### src/design/fscl_pkg.sv
package fscl_pkg;

  localparam int unsigned CMD_W    = 3;
  localparam int unsigned BYTE_W   = 8;
  localparam int unsigned LIMIT_W  = 8;
  localparam int unsigned TRAIL_W  = 6;
  localparam int unsigned CFG_IDX_W = 1;
  localparam int unsigned CFG_DATA_W = 8;

  localparam logic [CMD_W-1:0] CMD_START  = 3'd0;
  localparam logic [CMD_W-1:0] CMD_POLL   = 3'd1;
  localparam logic [CMD_W-1:0] CMD_BYTE   = 3'd2;
  localparam logic [CMD_W-1:0] CMD_FINISH = 3'd3;
  localparam logic [CMD_W-1:0] CMD_DONE   = 3'd4;

  localparam logic [CFG_IDX_W-1:0] REG_POLL_LIMIT = 1'd0;
  localparam logic [CFG_IDX_W-1:0] REG_TRAIL_CNT  = 1'd1;

  localparam logic [LIMIT_W-1:0] POLL_LIMIT_RST = 8'd100;
  localparam logic [TRAIL_W-1:0] TRAIL_CNT_RST  = 6'd50;
  localparam logic [TRAIL_W-1:0] BYTE_PULSES    = 6'd8;

  typedef enum logic [2:0] {
    ST_BUSY      = 3'd0,
    ST_INIT_SEEN = 3'd1,
    ST_TIMEOUT   = 3'd2,
    ST_DONE_OK   = 3'd3,
    ST_DONE_FAIL = 3'd4,
    ST_REJECT    = 3'd5
  } fscl_status_t;

  typedef struct packed {
    logic         is_pulse;
    logic         data_level;
    logic         prog_level;
    fscl_status_t status;
  } fscl_item_t;

  typedef struct packed {
    logic               load;
    logic               load_shift;
    logic               rotate;
    logic [BYTE_W-1:0]  data;
    logic [TRAIL_W-1:0] count;
    logic               step;
  } fscl_ser_ctl_t;

  typedef struct packed {
    logic active;
    logic data;
    logic last;
  } fscl_ser_sts_t;

endpackage

### src/design/fscl_serializer.sv
module fscl_serializer (
  input  logic                   clk,
  input  logic                   rst_n,
  input  fscl_pkg::fscl_ser_ctl_t ctl,
  output fscl_pkg::fscl_ser_sts_t sts
);
  import fscl_pkg::*;

  logic [BYTE_W-1:0]  shift_r, shift_nxt;
  logic [TRAIL_W-1:0] cnt_r, cnt_nxt;
  logic               rot_r, rot_nxt;

  always_comb begin
    shift_nxt = shift_r;
    cnt_nxt   = cnt_r;
    rot_nxt   = rot_r;
    if (ctl.load) begin
      cnt_nxt = ctl.count;
      rot_nxt = ctl.rotate;
      if (ctl.load_shift) begin
        shift_nxt = ctl.data;
      end
    end else if (ctl.step && (cnt_r != '0)) begin
      cnt_nxt = cnt_r - 1'b1;
      if (rot_r) begin
        shift_nxt = {shift_r[BYTE_W-2:0], shift_r[BYTE_W-1]};
      end
    end
  end

  always_ff @(posedge clk) begin
    if (!rst_n) begin
      shift_r <= '0;
      cnt_r   <= '0;
      rot_r   <= 1'b0;
    end else begin
      shift_r <= shift_nxt;
      cnt_r   <= cnt_nxt;
      rot_r   <= rot_nxt;
    end
  end

  // msb first while rotating, otherwise hold the level last driven
  assign sts.active = (cnt_r != '0);
  assign sts.data   = rot_r ? shift_r[BYTE_W-1] : shift_r[0];
  assign sts.last   = (cnt_r == TRAIL_W'(1));

endmodule

### src/design/fpga_serial_config_loader_unit.sv
// channel  direction  tdata / index                         tuser          tlast
// in_      slave      [7:0] byte_value, [8] pin_level       [2:0] command  -
// out_     master     [0] data_level, [1] prog_level,       is_pulse       last
//                     [4:2] status
// cfg_     slave      index 0 init_poll_limit, 1 trailing   -              -
//
// a status-only item is held in sgl_r on accept, then passed to the output register
// a byte in PH_LOAD gives eight pulses from the shifter, one per cycle unless held
// a finish gives trail_r pulses, one per cycle unless held, or one status result
// the next item is taken while the last result still waits in the output register
// out_tready low holds the output register and pauses the shift register
// rst_n is synchronous: phase idle, counts cleared, registers back to 100 and 50
module fpga_serial_config_loader_unit (
  input  logic                            clk,
  input  logic                            rst_n,
  input  logic                            in_tvalid,
  output logic                            in_tready,
  input  logic [15:0]                     in_tdata,   // byte_value, pin_level
  input  logic [fscl_pkg::CMD_W-1:0]      in_tuser,   // command
  output logic                            out_tvalid,
  input  logic                            out_tready,
  output logic [7:0]                      out_tdata,  // data_level, prog_level, status
  output logic                            out_tuser,  // is_pulse
  output logic                            out_tlast,
  input  logic                            cfg_valid,
  output logic                            cfg_ready,
  input  logic [fscl_pkg::CFG_IDX_W-1:0]  cfg_index,
  input  logic [fscl_pkg::CFG_DATA_W-1:0] cfg_data
);
  import fscl_pkg::*;

  typedef enum logic [1:0] {
    PH_IDLE = 2'd0,
    PH_WAIT = 2'd1,
    PH_LOAD = 2'd2,
    PH_DONE = 2'd3
  } phase_t;

  phase_t             phase_r, phase_nxt;
  logic [LIMIT_W-1:0] poll_cnt_r, poll_cnt_nxt;
  logic [LIMIT_W-1:0] limit_r;
  logic [TRAIL_W-1:0] trail_r;
  logic               busy_r, busy_nxt;
  fscl_item_t         sgl_r, sgl_nxt;
  logic               out_valid_r, out_valid_nxt;
  fscl_item_t         out_item_r, out_item_nxt;
  logic               out_last_r, out_last_nxt;

  fscl_ser_ctl_t      ser_ctl;
  fscl_ser_sts_t      ser_sts;

  logic [CMD_W-1:0]   cmd;
  logic [BYTE_W-1:0]  byte_val;
  logic               pin;
  logic               accept;
  logic               emit;

  assign cmd      = in_tuser;
  assign byte_val = in_tdata[BYTE_W-1:0];
  assign pin      = in_tdata[BYTE_W];
  assign in_tready = !busy_r;
  assign accept   = in_tvalid && in_tready;
  assign emit     = busy_r && (!out_valid_r || out_tready);
  assign cfg_ready = 1'b1;

  always_ff @(posedge clk) begin
    if (!rst_n) begin
      limit_r <= POLL_LIMIT_RST;
      trail_r <= TRAIL_CNT_RST;
    end else if (cfg_valid) begin
      case (cfg_index)
        REG_POLL_LIMIT: limit_r <= cfg_data[LIMIT_W-1:0];
        REG_TRAIL_CNT:  trail_r <= cfg_data[TRAIL_W-1:0];
        default: ;
      endcase
    end
  end

  always_comb begin
    phase_nxt    = phase_r;
    poll_cnt_nxt = poll_cnt_r;
    busy_nxt     = busy_r;
    sgl_nxt      = sgl_r;
    ser_ctl      = '0;
    out_valid_nxt = out_valid_r && !out_tready;
    out_item_nxt = out_item_r;
    out_last_nxt = out_last_r;

    if (accept) begin
      busy_nxt = 1'b1;
      sgl_nxt  = '{is_pulse: 1'b0, data_level: 1'b0,
                   prog_level: (phase_r != PH_WAIT), status: ST_REJECT};
      case (cmd)
        CMD_START: begin
          phase_nxt    = PH_WAIT;
          poll_cnt_nxt = '0;
          sgl_nxt.prog_level = 1'b0;
          sgl_nxt.status     = ST_BUSY;
        end
        CMD_POLL: begin
          if (phase_r == PH_WAIT) begin
            if (poll_cnt_r >= limit_r) begin
              phase_nxt          = PH_IDLE;
              sgl_nxt.prog_level = 1'b1;
              sgl_nxt.status     = ST_TIMEOUT;
            end else begin
              poll_cnt_nxt = poll_cnt_r + 1'b1;
              if (pin) begin
                phase_nxt          = PH_LOAD;
                sgl_nxt.prog_level = 1'b1;
                sgl_nxt.status     = ST_INIT_SEEN;
              end else begin
                sgl_nxt.prog_level = 1'b0;
                sgl_nxt.status     = ST_BUSY;
              end
            end
          end
        end
        CMD_BYTE: begin
          if (phase_r == PH_LOAD) begin
            ser_ctl.load       = 1'b1;
            ser_ctl.load_shift = 1'b1;
            ser_ctl.rotate     = 1'b1;
            ser_ctl.data       = byte_val;
            ser_ctl.count      = BYTE_PULSES;
          end
        end
        CMD_FINISH: begin
          if (phase_r == PH_LOAD) begin
            phase_nxt      = PH_DONE;
            sgl_nxt.status = ST_BUSY;
            ser_ctl.load   = 1'b1;
            ser_ctl.count  = trail_r;
          end
        end
        CMD_DONE: begin
          if (phase_r == PH_DONE) begin
            phase_nxt          = PH_IDLE;
            sgl_nxt.data_level = 1'b1;
            sgl_nxt.status     = pin ? ST_DONE_OK : ST_DONE_FAIL;
          end
        end
        default: ;
      endcase
    end

    if (emit) begin
      out_valid_nxt = 1'b1;
      if (ser_sts.active) begin
        ser_ctl.step = 1'b1;
        out_item_nxt = '{is_pulse: 1'b1, data_level: ser_sts.data,
                         prog_level: 1'b1, status: ST_BUSY};
        out_last_nxt = ser_sts.last;
        busy_nxt     = !ser_sts.last;
      end else begin
        out_item_nxt = sgl_r;
        out_last_nxt = 1'b1;
        busy_nxt     = 1'b0;
      end
    end
  end

  always_ff @(posedge clk) begin
    if (!rst_n) begin
      phase_r     <= PH_IDLE;
      poll_cnt_r  <= '0;
      busy_r      <= 1'b0;
      out_valid_r <= 1'b0;
    end else begin
      phase_r     <= phase_nxt;
      poll_cnt_r  <= poll_cnt_nxt;
      busy_r      <= busy_nxt;
      out_valid_r <= out_valid_nxt;
    end
    sgl_r      <= sgl_nxt;
    out_item_r <= out_item_nxt;
    out_last_r <= out_last_nxt;
  end

  fscl_serializer u_ser (
    .clk   (clk),
    .rst_n (rst_n),
    .ctl   (ser_ctl),
    .sts   (ser_sts)
  );

  assign out_tvalid = out_valid_r;
  assign out_tuser  = out_item_r.is_pulse;
  assign out_tlast  = out_last_r;
  assign out_tdata  = {3'b000, out_item_r.status, out_item_r.prog_level,
                       out_item_r.data_level};

endmodule
### config.mk
export PLATFORM = sky130hd
export DESIGN_NAME = fpga_serial_config_loader_unit
export DESIGN_NICKNAME = d
export VERILOG_FILES = /design/src/design/fscl_pkg.sv /design/src/design/fscl_serializer.sv /design/src/design/fpga_serial_config_loader_unit.sv
export SDC_FILE = /design/constraint.sdc
export NUM_CORES = 1
export LEC_CHECK = 0
export BUFFER_PORTS_ARGS = -buffer_cell sky130_fd_sc_hd__clkbuf_2
export CAP_MARGIN = 5
export CORE_AREA = 2 2 86 88
export DETAILED_ROUTE_END_ITERATION = 8
export DIE_AREA = 0 0 88 90
export GPL_TIMING_DRIVEN = 0
export PLACE_DENSITY = 0.71
export SLEW_MARGIN = 30
export SYNTH_ARGS = -nofsm -noshare
export SYNTH_HDL_FRONTEND = slang
export SYNTH_SLANG_ARGS = --single-unit
export TNS_END_PERCENT = 50
### constraint.sdc
create_clock -name clk -period 1.8 [get_ports clk]
set_input_delay 0.27 -clock clk [delete_from_list [all_inputs] [get_ports clk]]
set_output_delay 0.27 -clock clk [all_outputs]
set_load 0.1 [all_outputs]
==> Word-level counts from Yosys, hierarchy flattened <==
Index checks and enable logic that the tools add are counted.
{ "totals": {"register_bits": 53, "inputBits": 33, "out_inout_bits": 13, "elab_cells": 96} }
{ "classes": {"addsub": 2, "n_lt_le_gt_ge": 1, "n_eq_ne": 15, "muxes": 39, "bitwise_logic": 1, "reduce_logical": 21} }
{ "ops": {"columns": ["cell", "n"], "rows": [
  ["$mux 8", 6],
  ["$mux 17", 2],
  ["$mux 6", 3],
  ["$pmux 8 s2", 1],
  ["$mux 4", 3],
  ["$pmux 3 s4", 1],
  ["$pmux 6 s2", 1],
  ["$mux 10", 1],
  ["$mux 2", 5],
  ["$ne 2x2->1 const B", 5],
  ["$mux 1", 9],
  ["$mux 3", 3],
  ["$add 8x1->8 const B", 1],
  ["$ge 8x8->1", 1],
  ["$pmux 2 s4", 1],
  ["$reduce_bool 2->1", 4],
  ["$eq 3x2->1 const B", 2],
  ["$eq 6x1->1 const B", 1],
  ["$reduce_and 6->1", 1],
  ["$reduce_bool 6->1", 1],
  ["$sub 6x1->6 const B", 1],
  ["$mux 5", 1],
  ["$eq 2x2->1 const B", 2],
  ["$logic_and 1x1->1", 4],
  ["14 further kinds", 19]
]} }

==> Logic depth before layout (Yosys ltp) <==
{ "logic_depth": {"word_depth": 7, "mapped_depth": 7, "ltp_nobuf": 7} }

==> Modules after synthesis <==
From an unflattened synthesis, not the netlist that was laid out.
{ "hier_totals": {"cells_unflattened": 327, "hier_area_um2": 2900.3} }
{ "by_module_without_submodules": {"columns": ["mod", "n_inst", "cells_each", "area_per_inst_um2", "seq_area_each_um2"], "rows": [
  ["fpga_serial_config_loader_unit", 1, 239, 2053.2, 880.8],
  ["fscl_serializer", 1, 88, 847.1, 300.3]
]} }

==> Worst setup path before layout <==
No wires, ideal clock.
{ "synth_timing": {"path_kind": "register to register", "startpoint": "reg out_valid_r (netlist: out_tvalid)", "endpoint": "reg u_ser.shift_r[0]", "setup_ns": 0.091, "arrival_time_ns": 1.944, "required_time_ns": 1.709, "slack_ns": -0.235, "path_stages_with_launch": 5, "n_path_buf": 1, "synth_period_minus_slack_ns": 2.035, "cell_sequence": "dfxtp_1 > a221oi_4 > a22o_2 > buf_2 > a311oi_1"} }
{ "synth_via": {"elab_chain_cells": 7} }
{ "synth_rtl": {"columns": ["item", "line", "text"], "rows": [
  ["from (decl)", "fpga_serial_config_loader_unit.sv:45", "logic out_valid_r, out_valid_nxt;"],
  ["from (signal assigned)", "fpga_serial_config_loader_unit.sv:173", "out_valid_r <= out_valid_nxt;"],
  ["$logic_not 1->1", "fpga_serial_config_loader_unit.sv:63", "assign emit = busy_r && (!out_valid_r || out_tready);"],
  ["$logic_or 1x1->1", "fpga_serial_config_loader_unit.sv:63", null],
  ["$logic_and 1x1->1", "fpga_serial_config_loader_unit.sv:63", null],
  ["$mux 1", "fpga_serial_config_loader_unit.sv:147", "if (emit) begin"],
  ["$logic_and 1x1->1", "fscl_serializer.sv:23", "end else if (ctl.step && (cnt_r != '0)) begin"],
  ["$reduce_bool 2->1 (no source line)", null, null],
  ["$reduce_and 3->1 (no source line)", null, null],
  ["to (signal assigned)", "fscl_serializer.sv:37", "shift_r <= shift_nxt;"],
  ["to (decl)", "fscl_serializer.sv:9", "logic [BYTE_W-1:0] shift_r, shift_nxt;"]
]} }
No other way between the ends.
A chain may end at the register's enable or synchronous reset.

==> Worst setup path in the final report <==
{ "layout_timing": {"startpoint": "reg busy_r", "endpoint": "reg poll_cnt_r[1]"} }
{ "layout_via": {"elab_chain_cells": 3} }
{ "layout_rtl": {"columns": ["item", "line", "text"], "rows": [
  ["from (decl)", "fpga_serial_config_loader_unit.sv:43", "logic busy_r, busy_nxt;"],
  ["from (signal assigned)", "fpga_serial_config_loader_unit.sv:172", "busy_r <= busy_nxt;"],
  ["$logic_not 1->1", "fpga_serial_config_loader_unit.sv:61", "assign in_tready = !busy_r;"],
  ["$logic_and 1x1->1", "fpga_serial_config_loader_unit.sv:62", "assign accept = in_tvalid && in_tready;"],
  ["$reduce_and 4->1 (no source line)", null, null],
  ["to (signal assigned)", "fpga_serial_config_loader_unit.sv:171", "poll_cnt_r <= poll_cnt_nxt;"],
  ["to (decl)", "fpga_serial_config_loader_unit.sv:40", "logic [LIMIT_W-1:0] poll_cnt_r, poll_cnt_nxt;"]
]} }
No other way between the ends.

==> results.txt <==
Setup crit end kind: flip-flop
Die Height: 90 um
die width: 88 um
Slowest-stage cell, CP: or4b_4
filler instances: 677
final-stage net count: 408
Worst-path clk slew: 0.09 ns
Cell variety after synth: 58
clock power share: 16.5%
Synth warnings: 0
Tcrit/Tclk final: 112%
# clock sinks: 53
combinational power share: 44.2%
Avg Inst Size Synth: 8.85 sq um
drt pass-1 iters: 4
Seq/Total Area, Yosys: 42.9%
first-pass GRT wire length: 10.1 mm
min-delay worst type: in -> reg
Top delay family on crit path: simple AND/OR/NAND/NOR gates
Synth Flop Type: dfxtp_1
Hold-fix buffers, CTS: 0
CTS Buffer Depth: 2
RePlAce Congestion: 0.810
P_int: 0.00241 W
failing checks: negative setup slack
layout cells sized above 1: 30.5%
Sequential Power Share: 39.3%
CTS Buf Count: 5
Syn Inst Count: 311
mapped cell area: 0.00275 sq mm
DR iter-0 viols: 179
WS Path Type: reg -> reg
Initial Util: 39.2%
number of global-route vias before repair: 2110
GRT Util Overall: 15.7%
Total Routed Length: 6.34 mm
# rows: 31
Yosys reg bits: 53
CP cell instances: or4b_4, or3b_1, a311o_1, o21ai_2, mux2i_1
leakage: 1.32 nW
core area: 0.00702 sq mm
max_cap viols: 0
Hold Path Stages: 3
CTS H-tree lvls: 2
GRT overflow: 0
Detailed Place HPWL: 4.43 mm
Tot Pwr: 0.00413 W
initial antenna violation count: 0
Max FO, Critical Path: 5
IR Drop Worst-Case VDD: 0.409 mV
critical path buffer and inverter count: 0
design area: 0.00345 sq mm
# DRC: 0
pwr dens: 1200 mW/mm^2
Post-Layout Cell Count: 463
Psw: 0.00172 W
pin count of the biggest net entering global routing: 16
clk_skew: 0.00547 ns
Net Sw Frac: 41.6%
Peak Freq: 495 MHz
port buffer count: 32
CTS tree: yes
Post-DP Area: 0.00307 sq mm
outcome: finished, violations left
cell depth of the worst flop-to-flop path: 5
Vias/cell: 5.24
Die ar.: 0.00792 sq mm
IO Count: 46
number of synthesized flops with an enable pin: 12
RSZ-0062 raised after global routing: yes
fin worst setup slack: -0.222 ns
clock root buffer: clkbuf_8
min Tclk post-route: 2.02 ns
critical path launch point type: flip-flop
Final Hold Fails: 0
ANT nets after route: 0
CP max stage delay: 0.57 ns
Layout area overhead: 25.2%
dpl cells: 444
Skew-Pair Late Insertion Delay: 0.30 ns
Worst path depth: 5
Worst EP arrival: 2.26 ns
data required time of the worst path: 2.04 ns
Worst-Margin Slew: 0.600 ns
Antenna diodes: 0
relative slew slack: 60.0%
Final setup viols: 10
Final Max Tran Viols: 0
routed wire length per instance: 13.7 um
DR vias: 2426
ys async rst share: 0%
-- metal layers --
layer  global-route usage, %  share of wire [%]  vias up  wire length, um
met4                    4.49                1.6        0              103
met5                       0                  0        -                0
met2                    25.1                 50       48             3180
met3                    3.58                3.3       10              210
li1                        -                  -     1221                -
met1                    21.1                 45     1147             2850
-- registers in the layout, summed over array words and instances, names as in the netlist, 2 cells and up --
signal	count
limit_r	8
poll_cnt_r	8
u_ser.shift_r	8
trail_r	6
u_ser.cnt_r	6
out_tdata	5
sgl_r	5
phase_r	2
-- kinds of logic after synthesis --
logic type,after synthesis,share of synthesized area [%]
AOI/OAI and AO/OA,81,21.1
xor gates and xnor gates,3,0.954
adders and majority gates,12,5.45
buffers and inverters,39,6.09
DFF,53,42.9
muxes,3,1.14
other,2,0.273
and+or+nand+nor,118,22.1
-- cell usage in the layout (no fill, tap or decap), types with 3 or more instances in the layout --
master / count
ha_1: 7
dfxtp_1: 26
clkbuf_8: 6
nor3_1: 5
o21ai_0: 3
nor2_1: 16
nand2_1: 39
nand2b_1: 6
o211ai_1: 4
a21oi_1: 23
inv_1: 15
o21ai_1: 3
and3_1: 8
buf_6: 4
clkbuf_1: 9
a211oi_1: 3
a31oi_1: 8
inv_2: 3
edfxtp_1: 12
nand3_1: 21
buf_4: 15
clkbuf_2: 33
dfxtp_4: 4
dfxtp_2: 11
nor2b_1: 4
a311oi_1: 7
conb_1: 4
ha_4: 3
-- power groups by stage --
stage                     Clock (W)  Sequential, W  Combinational, W
after floorplan                   0        0.00215          0.000862
after global placement            0        0.00164           0.00162
after detailed placement          0        0.00164           0.00165
after CTS                  0.000692        0.00162           0.00177
after global routing       0.000752        0.00164           0.00196
final                      0.000683        0.00162           0.00183
-- Yosys cell counts, drive strengths merged, types with 2 or more instances --
cell type   n  area [sq um]
buf         6          40.0
and3        9          56.3
o21ai       9          48.8
a41oi       2          17.5
a21o        3          22.5
nor2       16          60.1
or2         2          12.5
a21oi      25           125
ha         12           150
clkinv      2          7.51
conb        2          7.51
xor2        2          17.5
dfxtp      41           821
a31oi       9          56.3
o211ai      5          42.5
nand2      39           146
o22ai       2          12.5
o31ai       2          15.0
nand3      21           105
o21a        2          15.0
nor3        7          35.0
nor2b       5          31.3
or3         2          12.5
inv        19          71.3
a311oi      8          87.6
nand2b      6          37.5
clkbuf     12          48.8
edfxtp     12           360
nor4        3          33.8
mux2i       2          20.0
a211oi      4          30.0
-- worst reg2reg max path: stages (launching register included) --
cell	delay [ns]
dfxtp_4	0.36
or4b_4	0.57
or3b_1	0.38
a311o_1	0.33
o21ai_2	0.12
mux2i_1	0.20
-- layout make-up --
type / count / area (sq um) / area share, %
buffer: 16 / 92.6 / 2.69
sequential: 53 / 1210 / 35.1
inverter: 21 / 82.6 / 2.39
multi-input combinational: 221 / 1580 / 45.8
tap: 99 / 124 / 3.59
timing repair buffer: 45 / 269 / 7.80
clock buffer: 8 / 90.1 / 2.61
-- path summary, 6_finish.rpt --
check,start,endpoint,slack [ns]
setup reg to reg,busy_r,poll_cnt_r[1],-0.22
hold / removal,cfg_data[7],limit_r[7],0.18
setup / recovery,busy_r,poll_cnt_r[1],-0.22
hold reg to reg,limit_r[7],limit_r[7],0.46
-- per-stage QoR --
stage	hold slack, ns	utilization [%]	setup WS [ns]	TNS (ns)
5_1_grt	0.197	49.1	-0.285	-2.36
3_5_place_dp	0.451	43.7	-0.444	-7.02
4_1_cts	0.175	45.7	-0.217	-2.28
2_1_floorplan	0.406	-	-0.152	-1.36
3_3_place_gp	0.446	43.7	-0.326	-5.25
6_report	0.177	49.1	-0.222	-1.64
-- repair_timing --
action,in CTS,in global routing
hold endpoints to repair,0,0
buffers inserted,4,9
gates resized for setup,10,47
setup endpoints to repair,28,23
pin swaps,7,12
Power figures use the tool's default switching activity.
